===== config.mk =====
export PLATFORM = sky130hd
export DESIGN_NAME = dwarf_line_program_decoder
export DESIGN_NICKNAME = d
export VERILOG_FILES = /design/src/design/dlpd_pkg.sv /design/src/design/dlpd_div.sv /design/src/design/dwarf_line_program_decoder.sv
export SDC_FILE = /design/constraint.sdc
export NUM_CORES = 2
export LEC_CHECK = 0
export BUFFER_PORTS_ARGS = -buffer_cell sky130_fd_sc_hd__buf_2
export CAP_MARGIN = 20
export CORE_MARGIN = 3
export CORE_UTILIZATION = 44
export DETAILED_ROUTE_END_ITERATION = 7
export PLACE_DENSITY_LB_ADDON = 0.15
export SYNTH_ARGS = -nofsm -noshare
export SYNTH_HDL_FRONTEND = slang
export SYNTH_SLANG_ARGS = --single-unit
export TNS_END_PERCENT = 30

===== constraint.sdc =====
create_clock -name i_clk -period 10.25 [get_ports i_clk]
set_input_delay 3.075 -clock i_clk [delete_from_list [all_inputs] [get_ports i_clk]]
set_output_delay 3.075 -clock i_clk [all_outputs]
set_load 0.1 [all_outputs]

===== src/design/dlpd_pkg.sv =====
// ============================================================================
// dlpd_pkg: shared types and constants of the line program decoder
// Opcode codes, header config indices and the divider request/response structs.
// ============================================================================
package dlpd_pkg;

    localparam logic [7:0] OP_EXTENDED   = 8'h00;
    localparam logic [7:0] OP_COPY       = 8'h01;
    localparam logic [7:0] OP_ADV_PC     = 8'h02;
    localparam logic [7:0] OP_ADV_LINE   = 8'h03;
    localparam logic [7:0] OP_SET_FILE   = 8'h04;
    localparam logic [7:0] OP_NEG_STMT   = 8'h06;
    localparam logic [7:0] OP_CONST_ADD  = 8'h08;

    localparam logic [7:0] EXT_END_SEQ   = 8'h01;
    localparam logic [7:0] EXT_SET_ADDR  = 8'h02;
    localparam logic [7:0] EXT_SET_DISC  = 8'h04;

    localparam logic [7:0] CONST_ADD_OP  = 8'd255;

    localparam logic [2:0] CFG_MIN_INST  = 3'd0;
    localparam logic [2:0] CFG_LINE_BASE = 3'd1;
    localparam logic [2:0] CFG_LINE_RNG  = 3'd2;
    localparam logic [2:0] CFG_OP_BASE   = 3'd3;
    localparam logic [2:0] CFG_FILE_BASE = 3'd4;

    // divide request from sequencer to the shared divider
    typedef struct packed {
        logic       start;
        logic [7:0] dividend;
        logic [7:0] divisor;
    } t_div_req;

    typedef struct packed {
        logic       done;
        logic [7:0] quot;
        logic [7:0] rem;
    } t_div_rsp;

endpackage


===== src/design/dlpd_div.sv =====
// ============================================================================
// dlpd_div: shared 8-bit restoring divider
// One quotient bit per cycle; zero divisor gives quotient 0, remainder dividend.
// ============================================================================
module dlpd_div
    import dlpd_pkg::*;
(
    input  logic     i_clk,
    input  logic     i_rst_n,
    input  t_div_req i_req,
    output t_div_rsp o_rsp
);

    logic [7:0] r_quot, n_quot;
    logic [8:0] r_rem, n_rem;
    logic [7:0] r_div;
    logic [7:0] r_dvd;
    logic [3:0] r_cnt, n_cnt;
    logic       r_busy, n_busy;
    logic       r_done, n_done;
    logic [8:0] w_trial;

    always_comb begin
        n_quot  = r_quot;
        n_rem   = r_rem;
        n_cnt   = r_cnt;
        n_busy  = r_busy;
        n_done  = 1'b0;
        w_trial = {r_rem[7:0], r_quot[7]};
        if (i_req.start) begin
            n_quot = i_req.dividend;
            n_rem  = 9'd0;
            n_cnt  = 4'd8;
            n_busy = 1'b1;
        end else if (r_busy) begin
            // shift one bit in, subtract if it fits
            if (w_trial >= {1'b0, r_div}) begin
                n_rem  = w_trial - {1'b0, r_div};
                n_quot = {r_quot[6:0], 1'b1};
            end else begin
                n_rem  = w_trial;
                n_quot = {r_quot[6:0], 1'b0};
            end
            n_cnt = r_cnt - 4'd1;
            if (r_cnt == 4'd1) begin
                n_busy = 1'b0;
                n_done = 1'b1;
            end
        end
    end

    always_ff @(posedge i_clk) begin
        if (!i_rst_n) begin
            r_busy <= 1'b0;
            r_done <= 1'b0;
            r_cnt  <= 4'd0;
        end else begin
            r_busy <= n_busy;
            r_done <= n_done;
            r_cnt  <= n_cnt;
        end
        r_quot <= n_quot;
        r_rem  <= n_rem;
        if (i_req.start) begin
            r_div <= i_req.divisor;
            r_dvd <= i_req.dividend;
        end
    end

    // a zero divisor leaves every trial fitting: quotient 0xFF; fix up here
    assign o_rsp.done = r_done;
    assign o_rsp.quot = (r_div == 8'd0) ? 8'd0 : r_quot;
    assign o_rsp.rem  = (r_div == 8'd0) ? r_dvd : r_rem[7:0];

    // no restart while a division runs
    assert property (@(posedge i_clk) disable iff (!i_rst_n)
        r_busy |-> !i_req.start) else $error("divider restarted while busy");
    // done only after the last step
    assert property (@(posedge i_clk) disable iff (!i_rst_n)
        r_done |-> !r_busy) else $error("divider done while busy");
    // step count stays live while busy
    assert property (@(posedge i_clk) disable iff (!i_rst_n)
        r_busy |-> (r_cnt != 4'd0)) else $error("divider busy with zero count");

endmodule


===== src/design/dwarf_line_program_decoder.sv =====
// ============================================================================
// dwarf_line_program_decoder: byte-serial line-number program decoder
// Decodes opcodes and operands into address/file/line and emits rows.
// ============================================================================
// Usage:
//   Input channel (i_valid/o_ready) carries one program byte per request
//   with i_unit_start to clear state before that byte. Output channel
//   (o_valid/i_ready) carries at most one result per byte: a row (kind 0)
//   or an unsupported opcode error (kind 1).
//   Configuration (i_cfg_valid/o_cfg_ready, index, data) is to be written by the user
//   only while idle; the block itself does not enforce this. The header fields come from software.
//   Timing: a byte passes the accept and execute states; a special opcode or
//   const_add_pc then runs the shared 8-bit divider, one quotient bit per
//   cycle, before the multiply and add. The divider sets the worst-case rate.
//   The address multiply by min_inst_length takes its own registered step.
//   The result sits in an output register; the next byte is accepted only
//   when that register is free, so a stalled receiver stalls input.
//   Reset clears the decoder to expect an opcode, address 0, file 1,
//   line 1, and restores the header defaults.
module dwarf_line_program_decoder
    import dlpd_pkg::*;
(
    input  logic        i_clk,
    input  logic        i_rst_n,
    input  logic        i_valid,
    output logic        o_ready,
    input  logic [7:0]  i_prog_byte,
    input  logic        i_unit_start,
    output logic        o_valid,
    input  logic        i_ready,
    output logic        o_kind,
    output logic [63:0] o_row_address,
    output logic [15:0] o_row_file,
    output logic signed [31:0] o_row_line,
    output logic        o_end_of_seq,
    input  logic        i_cfg_valid,
    output logic        o_cfg_ready,
    input  logic [2:0]  i_cfg_index,
    input  logic [15:0] i_cfg_data
);

    typedef enum logic [2:0] {
        S_IDLE, S_EXEC, S_DIV, S_MUL, S_ADD
    } t_state;

    typedef enum logic [2:0] {
        PH_OPCODE, PH_ULEB, PH_SLEB, PH_EXT_LEN, PH_EXT_OP, PH_ADDR8
    } t_phase;

    t_state      r_state;
    t_phase      r_phase;
    logic [7:0]  r_pend, r_byte;
    logic [63:0] r_acc;
    logic [6:0]  r_shift;
    logic [3:0]  r_left;
    logic [63:0] r_addr;
    logic [15:0] r_file;
    logic [31:0] r_line;
    logic        r_spec;      // special opcode: emit row after add
    logic [63:0] r_prod;
    logic [7:0]  r_min, r_lbase, r_lrng, r_obase;
    logic [15:0] r_fbase;
    logic        r_ov;
    logic        r_kind, r_eos;
    logic [63:0] r_oaddr;
    logic [15:0] r_ofile;
    logic [31:0] r_oline;

    t_div_req w_req;
    t_div_rsp w_rsp;

    dlpd_div u_div (
        .i_clk  (i_clk),
        .i_rst_n(i_rst_n),
        .i_req  (w_req),
        .o_rsp  (w_rsp)
    );

    assign o_ready     = (r_state == S_IDLE) && !r_ov;
    assign o_cfg_ready = 1'b1;
    assign o_valid       = r_ov;
    assign o_kind        = r_kind;
    assign o_row_address = r_oaddr;
    assign o_row_file    = r_ofile;
    assign o_row_line    = r_oline;
    assign o_end_of_seq  = r_eos;

    // divider request: special opcode splits byte - r_obase,
    // const_add_pc splits 255 - r_obase
    always_comb begin
        w_req.start    = 1'b0;
        w_req.divisor  = r_lrng;
        w_req.dividend = r_byte - r_obase;
        if (r_state == S_EXEC && r_phase == PH_OPCODE) begin
            if (r_byte != OP_EXTENDED && r_byte >= r_obase) begin
                w_req.start = 1'b1;
            end else if (r_byte == OP_CONST_ADD) begin
                w_req.start    = 1'b1;
                w_req.dividend = CONST_ADD_OP - r_obase;
            end
        end
    end

    // LEB payload of current byte placed at r_shift (bits >= 64 dropped)
    logic [63:0] w_leb;
    logic [6:0]  w_shn;
    logic [63:0] w_sacc;
    logic [15:0] w_file_sum;
    always_comb begin
        w_leb  = (r_shift < 7'd64) ? (r_acc | ({57'd0, r_byte[6:0]} << r_shift[5:0]))
                                   : r_acc;
        w_shn  = (r_shift < 7'd64) ? r_shift + 7'd7 : r_shift;
        w_sacc = w_leb;
        if (w_shn < 7'd64 && r_byte[6]) begin
            w_sacc = w_leb | ({64{1'b1}} << w_shn[5:0]);
        end
    end

    logic [16:0] w_fs;
    always_comb begin
        w_fs = {1'b0, r_file} + {1'b0, r_fbase} - 17'd1;
        if (r_file == 16'd0) begin
            w_file_sum = 16'd0;
        end else if (w_fs[16]) begin
            w_file_sum = 16'hFFFF;
        end else begin
            w_file_sum = w_fs[15:0];
        end
    end

    // sequencer: decodes each byte; a row is emitted only when the address is nonzero
    always_ff @(posedge i_clk) begin
        if (!i_rst_n) begin
            r_state <= S_IDLE;
            r_phase <= PH_OPCODE;
            r_pend  <= 8'd0;
            r_acc   <= 64'd0;
            r_shift <= 7'd0;
            r_left  <= 4'd0;
            r_addr  <= 64'd0;
            r_file  <= 16'd1;
            r_line  <= 32'd1;
            r_ov    <= 1'b0;
            r_spec  <= 1'b0;
            r_min   <= 8'd1;
            r_lbase <= 8'hFB;
            r_lrng  <= 8'd14;
            r_obase <= 8'd13;
            r_fbase <= 16'd0;
        end else begin
            if (r_ov && i_ready) begin
                r_ov <= 1'b0;
            end
            if (i_cfg_valid) begin
                case (i_cfg_index)
                    CFG_MIN_INST:  r_min   <= i_cfg_data[7:0];
                    CFG_LINE_BASE: r_lbase <= i_cfg_data[7:0];
                    CFG_LINE_RNG:  r_lrng  <= i_cfg_data[7:0];
                    CFG_OP_BASE:   r_obase <= i_cfg_data[7:0];
                    CFG_FILE_BASE: r_fbase <= i_cfg_data;
                    default: ;
                endcase
            end
            unique case (r_state)
                S_IDLE: begin
                    if (i_valid && o_ready) begin
                        r_byte  <= i_prog_byte;
                        r_state <= S_EXEC;
                        if (i_unit_start) begin
                            r_phase <= PH_OPCODE;
                            r_pend  <= 8'd0;
                            r_acc   <= 64'd0;
                            r_shift <= 7'd0;
                            r_left  <= 4'd0;
                            r_addr  <= 64'd0;
                            r_file  <= 16'd1;
                            r_line  <= 32'd1;
                        end
                    end
                end
                S_EXEC: begin
                    r_state <= S_IDLE;
                    unique case (r_phase)
                        PH_ULEB: begin
                            r_acc   <= w_leb;
                            r_shift <= w_shn;
                            if (!r_byte[7]) begin
                                r_phase <= PH_OPCODE;
                                if (r_pend == OP_ADV_PC) begin
                                    r_acc   <= w_leb;
                                    r_spec  <= 1'b0;
                                    r_state <= S_MUL;
                                end else if (r_pend == OP_SET_FILE) begin
                                    r_file <= (w_leb > 64'd65535) ? 16'hFFFF
                                                                  : w_leb[15:0];
                                end
                            end
                        end
                        PH_SLEB: begin
                            r_acc   <= w_leb;
                            r_shift <= w_shn;
                            if (!r_byte[7]) begin
                                r_line  <= r_line + w_sacc[31:0];
                                r_phase <= PH_OPCODE;
                            end
                        end
                        PH_EXT_LEN: begin
                            if (!r_byte[7]) begin
                                r_phase <= PH_EXT_OP;
                            end
                        end
                        PH_EXT_OP: begin
                            r_phase <= PH_OPCODE;
                            if (r_byte == EXT_END_SEQ) begin
                                if (r_addr != 64'd0) begin
                                    r_ov    <= 1'b1;
                                    r_kind  <= 1'b0;
                                    r_oaddr <= r_addr;
                                    r_ofile <= w_file_sum;
                                    r_oline <= r_line;
                                    r_eos   <= 1'b1;
                                end
                                r_addr <= 64'd0;
                                r_file <= 16'd1;
                                r_line <= 32'd1;
                            end else if (r_byte == EXT_SET_ADDR) begin
                                r_phase <= PH_ADDR8;
                                r_acc   <= 64'd0;
                                r_shift <= 7'd0;
                                r_left  <= 4'd8;
                            end else if (r_byte == EXT_SET_DISC) begin
                                r_phase <= PH_ULEB;
                                r_pend  <= 8'd0;
                                r_acc   <= 64'd0;
                                r_shift <= 7'd0;
                            end else begin
                                r_ov    <= 1'b1;
                                r_kind  <= 1'b1;
                                r_oaddr <= 64'd0;
                                r_ofile <= 16'd0;
                                r_oline <= 32'd0;
                                r_eos   <= 1'b0;
                            end
                        end
                        PH_ADDR8: begin
                            if (r_shift < 7'd64) begin
                                r_acc <= r_acc | ({56'd0, r_byte} << r_shift[5:0]);
                            end
                            r_shift <= r_shift + 7'd8;
                            if (r_left <= 4'd1) begin
                                r_left  <= 4'd0;
                                r_phase <= PH_OPCODE;
                                r_addr  <= (r_shift < 7'd64)
                                    ? (r_acc | ({56'd0, r_byte} << r_shift[5:0])) : r_acc;
                            end else begin
                                r_left <= r_left - 4'd1;
                            end
                        end
                        default: begin
                            r_phase <= PH_OPCODE;
                            if (r_byte == OP_EXTENDED) begin
                                r_phase <= PH_EXT_LEN;
                            end else if (r_byte >= r_obase) begin
                                r_spec  <= 1'b1;
                                r_state <= S_DIV;
                            end else if (r_byte == OP_COPY) begin
                                if (r_addr != 64'd0) begin
                                    r_ov    <= 1'b1;
                                    r_kind  <= 1'b0;
                                    r_oaddr <= r_addr;
                                    r_ofile <= w_file_sum;
                                    r_oline <= r_line;
                                    r_eos   <= 1'b0;
                                end
                            end else if (r_byte == OP_ADV_PC || r_byte == OP_SET_FILE) begin
                                r_phase <= PH_ULEB;
                                r_pend  <= r_byte;
                                r_acc   <= 64'd0;
                                r_shift <= 7'd0;
                            end else if (r_byte == OP_ADV_LINE) begin
                                r_phase <= PH_SLEB;
                                r_pend  <= r_byte;
                                r_acc   <= 64'd0;
                                r_shift <= 7'd0;
                            end else if (r_byte == OP_NEG_STMT) begin
                                r_phase <= PH_OPCODE;
                            end else if (r_byte == OP_CONST_ADD) begin
                                r_spec  <= 1'b0;
                                r_state <= S_DIV;
                            end else begin
                                r_ov    <= 1'b1;
                                r_kind  <= 1'b1;
                                r_oaddr <= 64'd0;
                                r_ofile <= 16'd0;
                                r_oline <= 32'd0;
                                r_eos   <= 1'b0;
                            end
                        end
                    endcase
                end
                S_DIV: begin
                    if (w_rsp.done) begin
                        r_acc   <= {56'd0, w_rsp.quot};
                        r_state <= S_MUL;
                        if (r_spec) begin
                            r_line <= r_line + {{24{r_lbase[7]}}, r_lbase}
                                             + {24'd0, w_rsp.rem};
                        end
                    end
                end
                S_MUL: begin
                    // 64x8 multiply, registered before the add
                    r_prod  <= r_acc * {56'd0, r_min};
                    r_state <= S_ADD;
                end
                S_ADD: begin
                    r_addr  <= r_addr + r_prod;
                    r_state <= S_IDLE;
                    if (r_spec && (r_addr + r_prod) != 64'd0) begin
                        r_ov    <= 1'b1;
                        r_kind  <= 1'b0;
                        r_oaddr <= r_addr + r_prod;
                        r_ofile <= w_file_sum;
                        r_oline <= r_line;
                        r_eos   <= 1'b0;
                    end
                end
                default: r_state <= S_IDLE;
            endcase
        end
    end

    // no input accepted while a result waits
    assert property (@(posedge i_clk) disable iff (!i_rst_n)
        r_ov |-> !o_ready) else $error("input taken over pending result");
    // divider only finishes while waiting for it
    assert property (@(posedge i_clk) disable iff (!i_rst_n)
        w_rsp.done |-> r_state == S_DIV) else $error("stray divider done");
    // error results carry zero payload
    assert property (@(posedge i_clk) disable iff (!i_rst_n)
        (r_ov && r_kind) |-> (r_oaddr == 64'd0 && !r_eos))
        else $error("error result with payload");

endmodule


==> impl_metrics.json <==
{
  "skew_ns": 0.0722,
  "cts_buffers": 60,
  "cp.required_ns": 10.68,
  "grt_max_degree": 90,
  "place_congestion": 0.999,
  "dieArea_um2": 107000,
  "synthTopCellsByArea": "fa_1 16%, edfxtp_1 14%, dfxtp_1 12%",
  "ant_nets": 0,
  "n_fill_cell": 10100,
  "die_x_um": 327,
  "synth_top_flop_cell": "dfxtp_1",
  "grt_pass1_wl_mm": 248,
  "finalSetupViolCount": 0,
  "grt_usage_pct": 30.3,
  "hpwlAfterDp_mm": 129,
  "synth_area_um2": 45500,
  "worstMarginPinSlew_ns": 1.20,
  "hp-class": "flip-flop to flip-flop",
  "power.internal_mw": 4.07,
  "placementRows": 117,
  "synth_top_area_share_pct": 15.9,
  "ys_seq_area_share_pct": 25.5,
  "syn_avg_cell_area_um2": 8.38,
  "status": "finished, final reports clean",
  "drc": 0,
  "syn_inst": 5430,
  "cap_violations": 0,
  "fin_nets": 6062,
  "vdd_drop_max_v": 0.000136,
  "drt_iter0_drc": 4085,
  "first_pass_iters": 6,
  "hold_viol": 0,
  "slew_viol_final": 0,
  "critical_path_arrival_ns": 8.22,
  "rsz0062_at_grt": "no",
  "period_needed_ns": 7.79,
  "crit_path_end_kind": "flip-flop",
  "htree_levels": 2,
  "fp.dieH_um": 327,
  "io_pins": 150,
  "p_sw_mw": 2.25,
  "io_buffer_count": 148,
  "swShare_pct": 35.6,
  "drive_above_1_share_pct": 7.33,
  "cts_buffer_depth": 3,
  "antenna_found_initial": 14,
  "period_share_pct": 76.0,
  "whs_ns": 0.429,
  "cts_hold_buf": 0,
  "grt.overflow.total": 0,
  "final_core_util_pct": 48.4,
  "start_util_pct": 44.5,
  "clkLatencyLatePin_ns": 0.72,
  "yosysWarningCount": 0,
  "cts-resized-gates": 0,
  "critPathMaxFanout": 36,
  "yosysUniqueCellTypes": 93,
  "cts_setup_buffers": 0,
  "cts_tree": "done",
  "clkSlewWorstSetupHoldPaths_ns": 0.06,
  "area_growth_pct": 8.74,
  "power_density_nw_per_um2": 128,
  "async_reset_ff_share_pct": 0,
  "vias": 40600,
  "vias_per_cell": 5.95,
  "wire_per_inst_um": 24.2,
  "totalWireLength_mm": 165,
  "grt_pass1_vias": 38300,
  "yosys-top-cells-count": "626 x nand2_1, 456 x a21oi_1, 450 x and2_1",
  "critPathLaunchType": "flip-flop",
  "setup_slack_ns": 2.46,
  "clockRootBuffer": "clkbuf_16",
  "max-slew-margin-rel_pct": 19.0,
  "ys_ff_latch": 475,
  "coreArea_um2": 102000,
  "path_class": "flip-flop to flip-flop",
  "power_leakage_nw": 21.7,
  "synth_fp_nets": 6098,
  "pwr-share-clk_pct": 36.4,
  "post-synth-top-count-cell": "nand2_1",
  "tns_ns": 0,
  "synth_top_cell_by_area": "fa_1",
  "combPwrFrac_pct": 28.5,
  "fmax_ghz": 0.128,
  "synth-edff-count": 210,
  "clkSinkCount": 475,
  "pwr-share-seq_pct": 35.0,
  "dp_worst_setup_slack_ns": 2.69,
  "final_area_um2": 49500,
  "place_area_um2": 47300
}
-- flip-flops by register name (all words and copies together) (netlist names), 7 cells and up --
name           count
r_byte             8
u_div.r_rem        8
r_prod            64
r_fbase           16
r_addr            64
r_lrng             8
r_pend             8
r_line            32
u_div.r_dvd        8
r_min              8
r_file            16
r_shift            7
r_obase            8
o_row_file        16
r_acc             64
o_row_line        32
u_div.r_quot       8
r_lbase            8
o_row_address     64
u_div.r_div        8
-- cells by family (layout without fill, tap and decap cells) --
| group | count (synthesis) | after routing | share of synthesized area [%] |
|---|---|---|---|
| compound gates | 1425 | 1425 | 19.1 |
| flops | 475 | 475 | 25.5 |
| fa+ha+maj | 635 | 635 | 23.4 |
| simple gates | 1937 | 1937 | 20.9 |
| other cells | 1 | 5 | 0.00825 |
| mux | 50 | 50 | 1.24 |
| xor+xnor | 194 | 194 | 3.74 |
| buf+inv | 713 | 729 | 6.01 |
-- power groups by stage --
| stage | Combinational [mW] | Sequential (mW) | Clock [mW] |
|---|---|---|---|
| after CTS | 1.77 | 2.21 | 2.33 |
| after floorplan | 1.26 | 2.24 | 0 |
| final | 1.80 | 2.21 | 2.30 |
| after global routing | 1.97 | 2.22 | 2.41 |
| after detailed placement | 1.76 | 2.25 | 0 |
| after global placement | 1.75 | 2.25 | 0 |
-- final timing paths --
kind,from,cells after the start,end,slack [ns]
worst max-delay path,r_min[5],20,r_prod[49],2.46
worst max register to register,r_min[5],20,r_prod[49],2.46
worst min-delay path,r_lrng[1],0,u_div.r_div[1],0.43
worst min register to register,r_lrng[1],0,u_div.r_div[1],0.43
-- through the flow --
stage / total power, mW / std cells
5_1_grt: 6.60 / 6815
3_3_place_gp: 3.99 / 6696
3_5_place_dp: 4.01 / 6699
6_report: 6.32 / 6818
2_1_floorplan: 3.50 / 5430
4_1_cts: 6.31 / 6813
-- per-layer routing --
| layer | vias to the layer above | part of all wire, % | track usage (%) |
|---|---|---|---|
| met5 | - | 0.054 | 0 |
| met4 | 12 | 3.6 | 9.55 |
| met3 | 295 | 9.2 | 6.56 |
| met2 | 1685 | 42 | 45.1 |
| met1 | 19900 | 45 | 43.8 |
| li1 | 18700 | - | - |
-- placed cells by master, fill, tap and decap left out, types with 26 or more instances in the layout --
cell / instances
nand2_1: 626
a21oi_1: 456
and2_1: 449
nor2_1: 400
inv_1: 398
o21ai_0: 372
fa_1: 362
ha_1: 273
dfxtp_1: 259
edfxtp_1: 210
buf_2: 150
xnor2_1: 124
a21o_1: 106
a31oi_1: 82
nand3_1: 81
xor2_1: 70
nor3_1: 68
buf_4: 65
clkbuf_16: 62
nand4_1: 60
o211ai_1: 53
a211oi_1: 51
nand2b_1: 47
nor4_1: 45
o21bai_1: 37
nor2b_1: 35
a22oi_1: 28
o21ai_1: 27
mux2i_1: 27
and3_1: 26
-- cell type report --
class / instances / area, um2 / area share [%]
diodes: 4 / 10.0 / 0.0202
clock buffers: 75 / 1640 / 3.32
clock inverters: 39 / 493 / 0.997
inverters: 399 / 1500 / 3.04
multi-input cells: 4242 / 31200 / 63.1
flip-flops and latches: 475 / 11600 / 23.5
well taps: 1368 / 1710 / 3.46
repair buffers: 216 / 1270 / 2.56
-- critical path, stage by stage (launching register included) --
cell,delay [ns]
dfxtp_2,0.88
nand2_1,0.18
fa_1,0.52
fa_1,0.50
inv_1,0.05
fa_1,0.47
inv_1,0.05
fa_1,0.47
inv_1,0.04
ha_1,0.32
o21ai_0,0.12
a2111oi_0,0.92
o21ai_0,0.38
nand2_1,0.22
a21oi_1,0.17
o21ai_1,0.65
a21boi_0,0.32
o21ai_0,0.55
nand4_1,0.17
nand2_1,0.10
xor2_1,0.37
(Power assumes the default switching activity.)
